[src/sv/fat_entry_locate_codec_assert.svh]
// Assertion macros for the FAT entry locate and pack block.
`ifndef FAT_ENTRY_LOCATE_CODEC_ASSERT_SVH
`define FAT_ENTRY_LOCATE_CODEC_ASSERT_SVH

`ifndef SYNTHESIS

`define FECL_ASSERT_IMPL(label, clk, rst, ante, cons) \
   label: assert property (@(posedge clk) disable iff (rst) (ante) |-> (cons)) \
      else $error("fecl assertion failed");

`define FECL_ASSERT_NEXT(label, clk, rst, ante, cons) \
   label: assert property (@(posedge clk) disable iff (rst) (ante) |=> (cons)) \
      else $error("fecl assertion failed");

`else

`define FECL_ASSERT_IMPL(label, clk, rst, ante, cons)

`define FECL_ASSERT_NEXT(label, clk, rst, ante, cons)

`endif

`endif

[src/sv/fecl_pkg.sv]
// Types and constants shared by the FAT entry locate and pack block.
package fecl_pkg;

   localparam int unsigned FECL_FIRST_CLUSTER = 2;

   // Entry width modes
   localparam logic [1:0] WIDTH_FAT12       = 2'd0;
   localparam logic [1:0] WIDTH_FAT16       = 2'd1;
   localparam logic [1:0] WIDTH_FAT32       = 2'd2;
   localparam logic [1:0] WIDTH_UNSUPPORTED = 2'd3;

   // Result error codes
   localparam logic [1:0] ERR_NONE    = 2'd0;
   localparam logic [1:0] ERR_CLUSTER = 2'd1;
   localparam logic [1:0] ERR_WIDTH   = 2'd2;

   // Action codes
   localparam logic ACTION_READ  = 1'b0;
   localparam logic ACTION_WRITE = 1'b1;

   // Configuration register indexes
   localparam logic [2:0] CSR_ENTRY_WIDTH_MODE      = 3'd0;
   localparam logic [2:0] CSR_RESERVED_SECTOR_COUNT = 3'd1;
   localparam logic [2:0] CSR_ACTIVE_TABLE_INDEX    = 3'd2;
   localparam logic [2:0] CSR_TABLE_SECTOR_COUNT    = 3'd3;
   localparam logic [2:0] CSR_SECTOR_SIZE_LOG2      = 3'd4;
   localparam logic [2:0] CSR_DATA_CLUSTER_COUNT    = 3'd5;

   typedef struct packed {
      logic        action;
      logic [27:0] cluster;
      logic [31:0] raw_bytes;
      logic [27:0] write_value;
   } fecl_req_type;

   typedef struct packed {
      logic [31:0] sector;
      logic [11:0] byte_offset;
      logic        straddles_sector;
      logic [27:0] read_value;
      logic [31:0] write_bytes;
      logic [31:0] write_bit_mask;
      logic [1:0]  error;
   } fecl_rsp_type;

endpackage

[src/sv/fat_entry_locate_codec.sv]
// Top level of the FAT12/16/32 table entry locate and pack block.
`include "fat_entry_locate_codec_assert.svh"

// A transaction is taken on every clock edge at which start is high; busy never rises, so one
// transaction may follow another in each cycle. Its result passes through the request register
// and the result register and is shown for exactly one cycle with rsp_valid high, and results
// keep the order of the requests. Between those two registers lies only the sector arithmetic
// and the entry pack and unpack logic, so the block sustains one transaction per cycle and has
// no way to be held off by the receiver. Configuration writes are always accepted and must only
// be made while no transaction is in flight.
module fat_entry_locate_codec (
   input  logic                  clock,
   input  logic                  reset,
   input  logic                  start,
   output logic                  busy,
   input  fecl_pkg::fecl_req_type req_data,
   output logic                  rsp_valid,
   output fecl_pkg::fecl_rsp_type rsp_data,
   input  logic                  csr_valid,
   output logic                  csr_ready,
   input  logic [2:0]            csr_index,
   input  logic [31:0]           csr_wdata
);
   import fecl_pkg::*;

   logic [1:0]  entry_width_mode_ff;
   logic [15:0] reserved_sector_count_ff;
   logic [1:0]  active_table_index_ff;
   logic [31:0] table_sector_count_ff;
   logic [3:0]  sector_size_log2_ff;
   logic [27:0] data_cluster_count_ff;

   logic         req_valid_ff;
   fecl_req_type req_ff;
   logic         rsp_valid_ff;
   fecl_rsp_type rsp_ff;
   fecl_rsp_type rsp_in;

   logic        accept;
   logic [28:0] cluster_ext;
   logic [28:0] cluster_limit;
   logic        cluster_bad;
   logic [29:0] byte_addr;
   logic [1:0]  shift_sel;
   logic [29:0] sector_index;
   logic [11:0] offset;
   logic [11:0] offset_last;
   logic [31:0] table_base;
   logic [11:0] fat12_val;
   logic [15:0] fat16_val;

   logic        rsp_error;
   logic        rsp_fields_clear;
   logic        rsp_straddle;
   logic        rsp_at_sector_end;
   logic        rsp_write;

   assign busy      = 1'b0;
   assign csr_ready = 1'b1;
   assign accept    = start && !busy;

   always_ff @(posedge clock) begin
      if (reset) begin
         entry_width_mode_ff      <= WIDTH_FAT16;
         reserved_sector_count_ff <= 16'd1;
         active_table_index_ff    <= 2'd0;
         table_sector_count_ff    <= 32'd1;
         sector_size_log2_ff      <= 4'd9;
         data_cluster_count_ff    <= 28'd0;
      end else if (csr_valid && csr_ready) begin
         case (csr_index)
            CSR_ENTRY_WIDTH_MODE:      entry_width_mode_ff      <= csr_wdata[1:0];
            CSR_RESERVED_SECTOR_COUNT: reserved_sector_count_ff <= csr_wdata[15:0];
            CSR_ACTIVE_TABLE_INDEX:    active_table_index_ff    <= csr_wdata[1:0];
            CSR_TABLE_SECTOR_COUNT:    table_sector_count_ff    <= csr_wdata;
            CSR_SECTOR_SIZE_LOG2:      sector_size_log2_ff      <= csr_wdata[3:0];
            CSR_DATA_CLUSTER_COUNT:    data_cluster_count_ff    <= csr_wdata[27:0];
            default: begin
            end
         endcase
      end
   end

   always_ff @(posedge clock) begin
      if (reset) begin
         req_valid_ff <= 1'b0;
         rsp_valid_ff <= 1'b0;
      end else begin
         req_valid_ff <= accept;
         rsp_valid_ff <= req_valid_ff;
      end
   end

   always_ff @(posedge clock) begin
      if (accept) begin
         req_ff <= req_data;
      end
      rsp_ff <= rsp_in;
   end

   // Sector arithmetic: the byte address is the cluster times the entry size in bytes.
   always_comb begin
      cluster_ext   = {1'b0, req_ff.cluster};
      cluster_limit = {1'b0, data_cluster_count_ff} + 29'(FECL_FIRST_CLUSTER);
      cluster_bad   = (cluster_ext < 29'(FECL_FIRST_CLUSTER)) || (cluster_ext >= cluster_limit);

      case (entry_width_mode_ff)
         WIDTH_FAT12: byte_addr = {2'b00, req_ff.cluster} + {3'b000, req_ff.cluster[27:1]};
         WIDTH_FAT16: byte_addr = {1'b0, req_ff.cluster, 1'b0};
         default:     byte_addr = {req_ff.cluster, 2'b00};
      endcase

      // Sector sizes below 512 bytes are treated as 512, above 4096 as 4096.
      if (sector_size_log2_ff inside {[4'd0 : 4'd9]}) begin
         shift_sel = 2'd0;
      end else if (sector_size_log2_ff inside {[4'd12 : 4'd15]}) begin
         shift_sel = 2'd3;
      end else begin
         shift_sel = 2'(sector_size_log2_ff - 4'd9);
      end

      case (shift_sel)
         2'd0: begin
            sector_index = byte_addr >> 9;
            offset       = {3'b000, byte_addr[8:0]};
            offset_last  = 12'h1ff;
         end
         2'd1: begin
            sector_index = byte_addr >> 10;
            offset       = {2'b00, byte_addr[9:0]};
            offset_last  = 12'h3ff;
         end
         2'd2: begin
            sector_index = byte_addr >> 11;
            offset       = {1'b0, byte_addr[10:0]};
            offset_last  = 12'h7ff;
         end
         default: begin
            sector_index = byte_addr >> 12;
            offset       = byte_addr[11:0];
            offset_last  = 12'hfff;
         end
      endcase

      table_base = 32'(table_sector_count_ff * 32'(active_table_index_ff));

      fat12_val = req_ff.cluster[0] ? req_ff.raw_bytes[15:4] : req_ff.raw_bytes[11:0];
      fat16_val = req_ff.raw_bytes[15:0];

      rsp_in = '0;
      if (entry_width_mode_ff == WIDTH_UNSUPPORTED) begin
         rsp_in.error = ERR_WIDTH;
      end else if (cluster_bad) begin
         rsp_in.error = ERR_CLUSTER;
      end else begin
         rsp_in.error       = ERR_NONE;
         rsp_in.sector      = 32'({16'd0, reserved_sector_count_ff}) + table_base
                              + {2'b00, sector_index};
         rsp_in.byte_offset = offset;
         rsp_in.straddles_sector = (entry_width_mode_ff == WIDTH_FAT12) && (offset == offset_last);
         if (req_ff.action == ACTION_READ) begin
            case (entry_width_mode_ff)
               WIDTH_FAT12: begin
                  // End-of-chain marks are widened to the FAT32 range.
                  rsp_in.read_value = (fat12_val > 12'hff0) ? {16'hffff, fat12_val}
                                                              : {16'd0, fat12_val};
               end
               WIDTH_FAT16: begin
                  rsp_in.read_value = (fat16_val > 16'hfff0) ? {12'hfff, fat16_val}
                                                               : {12'd0, fat16_val};
               end
               default: rsp_in.read_value = req_ff.raw_bytes[27:0];
            endcase
         end else begin
            case (entry_width_mode_ff)
               WIDTH_FAT12: begin
                  if (req_ff.cluster[0]) begin
                     rsp_in.write_bytes    = {16'd0, req_ff.write_value[11:0], 4'd0};
                     rsp_in.write_bit_mask = 32'h0000_fff0;
                  end else begin
                     rsp_in.write_bytes    = {20'd0, req_ff.write_value[11:0]};
                     rsp_in.write_bit_mask = 32'h0000_0fff;
                  end
               end
               WIDTH_FAT16: begin
                  rsp_in.write_bytes    = {16'd0, req_ff.write_value[15:0]};
                  rsp_in.write_bit_mask = 32'h0000_ffff;
               end
               default: begin
                  // The full mask clears the reserved top nibble of the stored entry.
                  rsp_in.write_bytes    = {4'd0, req_ff.write_value};
                  rsp_in.write_bit_mask = 32'hffff_ffff;
               end
            endcase
         end
      end
   end

   assign rsp_valid = rsp_valid_ff;
   assign rsp_data  = rsp_ff;

   assign rsp_error         = rsp_valid && (rsp_data.error != ERR_NONE);
   assign rsp_fields_clear  = (rsp_data.sector == '0) && (rsp_data.read_value == '0)
                              && (rsp_data.write_bit_mask == '0);
   assign rsp_straddle      = rsp_valid && rsp_data.straddles_sector;
   assign rsp_at_sector_end = (rsp_data.error == ERR_NONE) && (rsp_data.byte_offset[8:0] == 9'h1ff);
   assign rsp_write         = rsp_valid && (rsp_data.write_bit_mask != '0);

   `FECL_ASSERT_IMPL(a_latency, clock, reset, start && !busy, ##2 rsp_valid)
   `FECL_ASSERT_IMPL(a_error_clears, clock, reset, rsp_error, rsp_fields_clear)
   `FECL_ASSERT_IMPL(a_straddle_at_end, clock, reset, rsp_straddle, rsp_at_sector_end)
   `FECL_ASSERT_IMPL(a_write_no_read, clock, reset, rsp_write, rsp_data.read_value == '0)

endmodule
[config.mk]
export PLATFORM = sky130hd
export DESIGN_NAME = fat_entry_locate_codec
export DESIGN_NICKNAME = d
export VERILOG_FILES = /design/src/sv/fecl_pkg.sv /design/src/sv/fat_entry_locate_codec.sv
export VERILOG_INCLUDE_DIRS = /design/src /design/src/sv
export SDC_FILE = /design/constraint.sdc
export NUM_CORES = 1
export LEC_CHECK = 0
export ABC_CLOCK_PERIOD_IN_PS = 8000
export BUFFER_PORTS_ARGS = -buffer_cell sky130_fd_sc_hd__buf_2
export CAP_MARGIN = 40
export CELL_PAD_IN_SITES_DETAIL_PLACEMENT = 1
export CELL_PAD_IN_SITES_GLOBAL_PLACEMENT = 2
export CORE_UTILIZATION = 32
export CTS_CLUSTER_SIZE = 25
export DETAILED_ROUTE_END_ITERATION = 16
export GPL_ROUTABILITY_DRIVEN = 0
export PLACE_DENSITY_LB_ADDON = 0.05
export SLEW_MARGIN = 5
export SYNTH_ARGS = -nofsm -noshare
export SYNTH_HDL_FRONTEND = slang
export SYNTH_SLANG_ARGS = --single-unit
[constraint.sdc]
create_clock -name clock -period 8 [get_ports clock]
set_input_delay 1.6 -clock clock [delete_from_list [all_inputs] [get_ports clock]]
set_output_delay 1.6 -clock clock [all_outputs]
set_load 0.03 [all_outputs]
Word level (Yosys, flattened, before mapping)
Cells that the tools add are included.
{ "word_totals": {"reg_bits": 310, "inputBits": 128, "out_inout_bits": 142} }
{ "classes": {"n_addsub": 5, "multipliers": 1, "magnitude_cmp": 8, "eq_ne": 10, "mux": 13, "bitwise": 1, "n_reduce_logical": 16} }
{ "ops": {"columns": ["op", "n"], "rows": [
  ["60-bit case mux with 2 select lines", 1],
  ["12-bit case mux with 3 select lines", 2],
  ["21-bit case mux with 3 select lines", 1],
  ["30-bit case mux with 2 select lines", 1],
  ["28-bit two-way mux", 2],
  ["28-bit case mux with 2 select lines", 1],
  ["48-bit two-way mux", 1],
  ["16-bit by 32-bit adder with 32-bit output", 1],
  ["32-bit by 30-bit adder with 32-bit output", 1],
  ["32-bit by 2-bit multiplier with 32-bit output", 1],
  ["28-bit by 2-bit adder with 29-bit output, second input constant", 1],
  ["28-bit by 27-bit adder with 29-bit output", 1],
  ["28-bit by 29-bit greater-or-equal comparator with 1-bit output", 1],
  ["28-bit by 2-bit < comparator with 1-bit output, second input constant", 1],
  ["16-bit > comparator, second input constant", 1],
  ["12-bit equality test", 1],
  ["12-bit > comparator, second input constant", 1],
  ["12-bit two-way mux", 1],
  ["2-bit AND reduction", 6],
  ["4-bit less-or-equal comparator, second input constant", 2],
  ["3-bit by 2-bit equality test with 1-bit output, second input constant", 2],
  ["3-bit equality test, second input constant", 2],
  ["3-bit OR reduction", 2],
  ["2-bit by 1-bit equality test with 1-bit output, second input constant", 2],
  ["other kinds (13)", 18]
]} }

Longest topological paths before layout
{ "logic_depth": {"depth_word": 8, "mapped_depth": 26} }

Worst setup path after synthesis
Ideal clock, no wire load.
{ "synth_path": {"kind": "reg2reg", "start": "register req_ff, in the netlist cluster_ext[1]", "end": "register rsp_ff, in the netlist rsp_data[137]", "setup_time_ps": 114, "arrival_ps": 5764, "t_required_ps": 7886, "setup_slack_ps": 2122, "stages_incl_launch_ff": 27, "path_cell_list": "edfxtp_1 > ha_1 > fa_1 > a211oi_2 > o31ai_4 > o2111ai_2 > nand3_2 > a21oi_2 > nor3_2 > a221oi_1 > xnor2_1 > o21ai_0 > a211oi_1 > fa_1 > ha_1 > ha_1 > clkbuf_1 > a21oi_1 > o21ai_1 > a21oi_1 > o21ai_0 > or3b_1 > a21oi_1 > o311ai_1 > o31ai_1 > xor2_1 > nor2_1"} }
{ "synth_between": {"elab_chain_cells": 4, "elab_cells_between_ends": 8, "cone_classes": "2 x add/sub; 2 x order compare; 2 x mux; 2 x reduce/logical"} }
{ "synth_lines": {"columns": ["item", "line_no", "rtl"], "rows": [
  ["from (decl)", "fat_entry_locate_codec.sv:34", "fecl_req_type req_ff;"],
  ["from (signal assigned)", "fat_entry_locate_codec.sv:96", "req_ff <= req_data;"],
  ["28-bit by 27-bit adder with 29-bit output", "fat_entry_locate_codec.sv:108", "WIDTH_FAT12: byte_addr = {2'b00, req_ff.cluster} + {3'b000, req_ff.cluster[27:1]};"],
  ["30-bit case mux with 2 select lines", "fat_entry_locate_codec.sv:107", "case (entry_width_mode_ff)"],
  ["21-bit case mux with 3 select lines", "fat_entry_locate_codec.sv:122", "case (shift_sel)"],
  ["32-bit by 30-bit adder with 32-bit output", "fat_entry_locate_codec.sv:158", "+ {2'b00, sector_index};"],
  ["to (signal assigned)", "fat_entry_locate_codec.sv:98", "rsp_ff <= rsp_in;"],
  ["to (decl)", "fat_entry_locate_codec.sv:36", "fecl_rsp_type rsp_ff;"]
]} }
Parallel ways exist; a longest one is shown, timed or not.
A chain may end at the register's enable or synchronous reset.

Worst setup path after layout
Ends and elaborated chain as after synthesis.

==> impl_metrics.ini <==
[synth]
post_synth_instance_area_um2 = 16200
synth-adder-area-share_pct = 14.9
synth_cells = 1755
synth_simple_gate_area_share_pct = 17.5
yosysWarnings = 0
share_of_the_synthesized_area_in_compound_gates_ao_oa_aoi_oai_pct = 15.6
synth.area.mux_share_pct = 2.24
synthFlopType = dfxtp_1
synth-edff-count = 85
synth_top_family_by_area = simple AND/OR/NAND/NOR gates
yosys.cell_types.count = 85
post_synthesis_share_of_cell_area_spent_on_xor_and_xnor_gates_pct = 3.90
post_synthesis_register_bit_count = 278
seq_area_frac_synth_pct = 39.7
post_synth.cell_area_avg_um2 = 9.20
asyncSetResetFlopFracSynth_pct = 0

[worst_hold_path]
holdCritPathClass = register to register
worst_hold_startpoint = req_valid_ff

[critical_path]
worst-endpoint-required_ns = 8.41
largest_fanout_on_the_critical_path = 7
r2r_start = cluster_ext[1]
critical_path.endpoint_type = register
launching_element_type_of_the_critical_path = register
critPathArrivalTime_ns = 7.68
worst_setup_path_startpoint = cluster_ext[1]
criticalPathCategory = register to register

[layout]
final_cell_mix = nand2_1 (280), buf_2 (258), dfxtp_1 (192)
syn_to_final_growth_pct = 17.9
final-instance-count-excl-fill = 2659
final_area_um2 = 19000
mostFrequentLayoutCell = nand2_1
finish.utilization_pct = 38.6
final_net_count = 2266
drive_above_1_share_pct = 18.4

[sta]
timing.fmax_ghz = 0.138
hold_viol = 0
skew_ns = 0.0149
final_setup_violating_endpoints = 0
tightest_slew_ns = 0.854
fin_crit_sh_pct = 90.8
grt_setup_unrepaired = no
final_number_of_max_transition_violations = 0
timing.max_slew.rel_slack_pct = 43.1
min_cycle_time_layout_ns = 7.27
setup_total_negative_slack_ns = 0

[global_routing]
grt_antenna_before_repair = 6
globalRouteTotalUtil_pct = 20.4
grt_remaining_overflow = 0
pin_count_of_the_biggest_net_entering_global_routing = 70
grt_pass1_wl_um = 80300
number_of_global_route_vias_before_repair = 13991

[drt]
per_cell_via_count_in_the_routed_design = 5.06
dr_vias = 13462
drc_violations_left = 0
detail-route-antenna-nets = 0
detail_route.wl_per_cell_um = 19.6
post_detailed_routing_wire_length_um = 52100
detail_route.first_pass.iterations = 5
drt_iter0_drc = 608

[pwr]
vdd_drop_max_uv = 124
p_leak_nw = 8.36
design_power_total_mw = 3.89
power_density_nw_per_um2 = 204

[floorplanning]
core_um2 = 49400
die-width_um = 227
io-pin-count = 270
floorplan.die_area_um2 = 51400
fp.dieH_um = 227
rows = 81
start_util_pct = 32.7

[place]
placement.cell_area_um2 = 17900
place.port_buffers = 259
dp.cells = 2595
hpwlAfterDp_um = 40100

[clock_network]
cts.root.buffer_cell = clkbuf_16
cts_buffers = 35
cts_resized = 0
number_of_setup_buffers_added_after_cts = 0
insertion_delay_ns = 0.55
cts_max_path_buffers = 3
numClockSinks = 278
clkTransAtPathRegs_ns = 0.05
clock_tree_from_tritoncts = done
cts.htree.levels = 2
cts.hold.buffers_added = 0

[job]
maxCapViolCount = 0

[status]
outcome = finished, final reports clean
synth_stat cells, types with 3 or more instances:
library cell,number,area [um2]
nor4_1,3,18.8
nor3_1,46,230
a21boi_0,3,22.5
or2_2,7,43.8
fa_1,37,741
nand4_1,19,119
clkbuf_1,58,218
dfxtp_1,193,3860
edfxtp_1,85,2550
o211ai_1,13,97.6
a221o_1,3,30.0
nor2_1,93,349
buf_6,3,33.8
or3_1,7,43.8
a211o_1,6,52.6
o21a_1,9,67.6
mux2i_1,35,350
o31ai_1,3,22.5
nand3_1,27,135
nand2b_1,9,56.3
a211oi_1,30,225
nor2_2,3,18.8
nor2b_1,10,62.6
buf_4,35,263
a22oi_1,8,60.1
or4_1,3,22.5
clkbuf_8,5,68.8
a21oi_1,153,766
a21o_1,29,218
o22ai_1,10,62.6
xnor2_1,38,333
ha_1,133,1660
o21ai_0,55,275
nand2_1,280,1050
a221oi_1,9,78.8
buf_2,4,20.0
o21bai_1,8,60.1
inv_1,100,375
and3_1,23,144
and2_1,32,200
o221ai_1,6,52.6
a31oi_1,13,81.3
a222oi_1,6,60.1
xor2_1,34,298
and4_1,18,158
logic make-up after synthesis:
| kind of cell | count (synthesis) |
|---|---|
| xor gates and xnor gates | 72 |
| DFF | 278 |
| adders and majority gates | 170 |
| AOI/OAI and AO/OA | 390 |
| and+or+nand+nor | 598 |
| muxes | 36 |
| other | 2 |
| buffers and inverters | 209 |
registers in the layout, indices dropped and copies added, names as in the netlist:
register	flops
rsp_data	107
req_ff	41
table_sector_count_ff	32
cluster_ext	28
data_cluster_count_ff	28
fat16_val	16
reserved_sector_count_ff	16
sector_size_log2_ff	4
active_table_index_ff	2
entry_width_mode_ff	2
req_valid_ff	1
rsp_valid	1
metrics by stage:
step | hold slack (ns) | setup slack [ns]
CTS | 0.455 | 0.757
finish | 0.455 | 0.733
global route | 0.478 | 0.301
detailed placement | 0.437 | 0.788
floorplan | 0.414 | 2.12
global placement | 0.439 | 0.808
worst max-delay path, cell delays in order, from the launching register on:
cell and delay (ns):
edfxtp_1 0.55, ha_1 0.30, fa_1 0.44, a211oi_2 0.31, o31ai_4 0.13, o2111ai_2 0.25
nand3_2 0.15, a21oi_2 0.29, nor3_2 0.11, a221oi_1 0.40, xnor2_1 0.25, o21ai_0 0.18
a211oi_1 0.67, fa_1 0.54, ha_1 0.21, ha_1 0.38, a21oi_1 0.25, o21ai_1 0.10
a21oi_1 0.16, o21ai_0 0.11, or3b_1 0.39, a21oi_1 0.25, o311ai_1 0.21, o31ai_1 0.28
xor2_1 0.17, nor2_1 0.05
layout make-up:
| cell class | instances | area, um2 |
|---|---|---|
| inverter | 100 | 375 |
| clock inverter | 11 | 133 |
| tap | 664 | 831 |
| fill | 5812 | 30300 |
| sequential | 278 | 6420 |
| multi-input combinational | 1272 | 8750 |
| timing repair buffer | 281 | 1500 |
| clock buffer | 51 | 1030 |
| antenna | 2 | 5.00 |
per-layer routing:
metal  up-vias  global-route usage, %  share of wire, %
li1       6547                      -                 -
met1      6577                   26.5                47
met2       275                   34.3                46
met5         -                      0             0.096
met4         8                   4.12               1.5
met3        55                   4.77               5.8
where the power goes:
group          internal (mW)  leakage [nW]  switching [mW]
Clock                  0.963         0.565           0.627
Sequential              1.53          2.40          0.0596
Combinational          0.246          5.40           0.464
path summary, 6_finish.rpt:
check | end | slack, ns | cells after the start
worst max-delay path | rsp_data[137] | 0.73 | 25
worst min-delay path | rsp_valid | 0.46 | 1
worst max register to register | rsp_data[137] | 0.73 | 25
worst min register to register | rsp_valid | 0.46 | 1
Power figures use the tool's default switching activity.
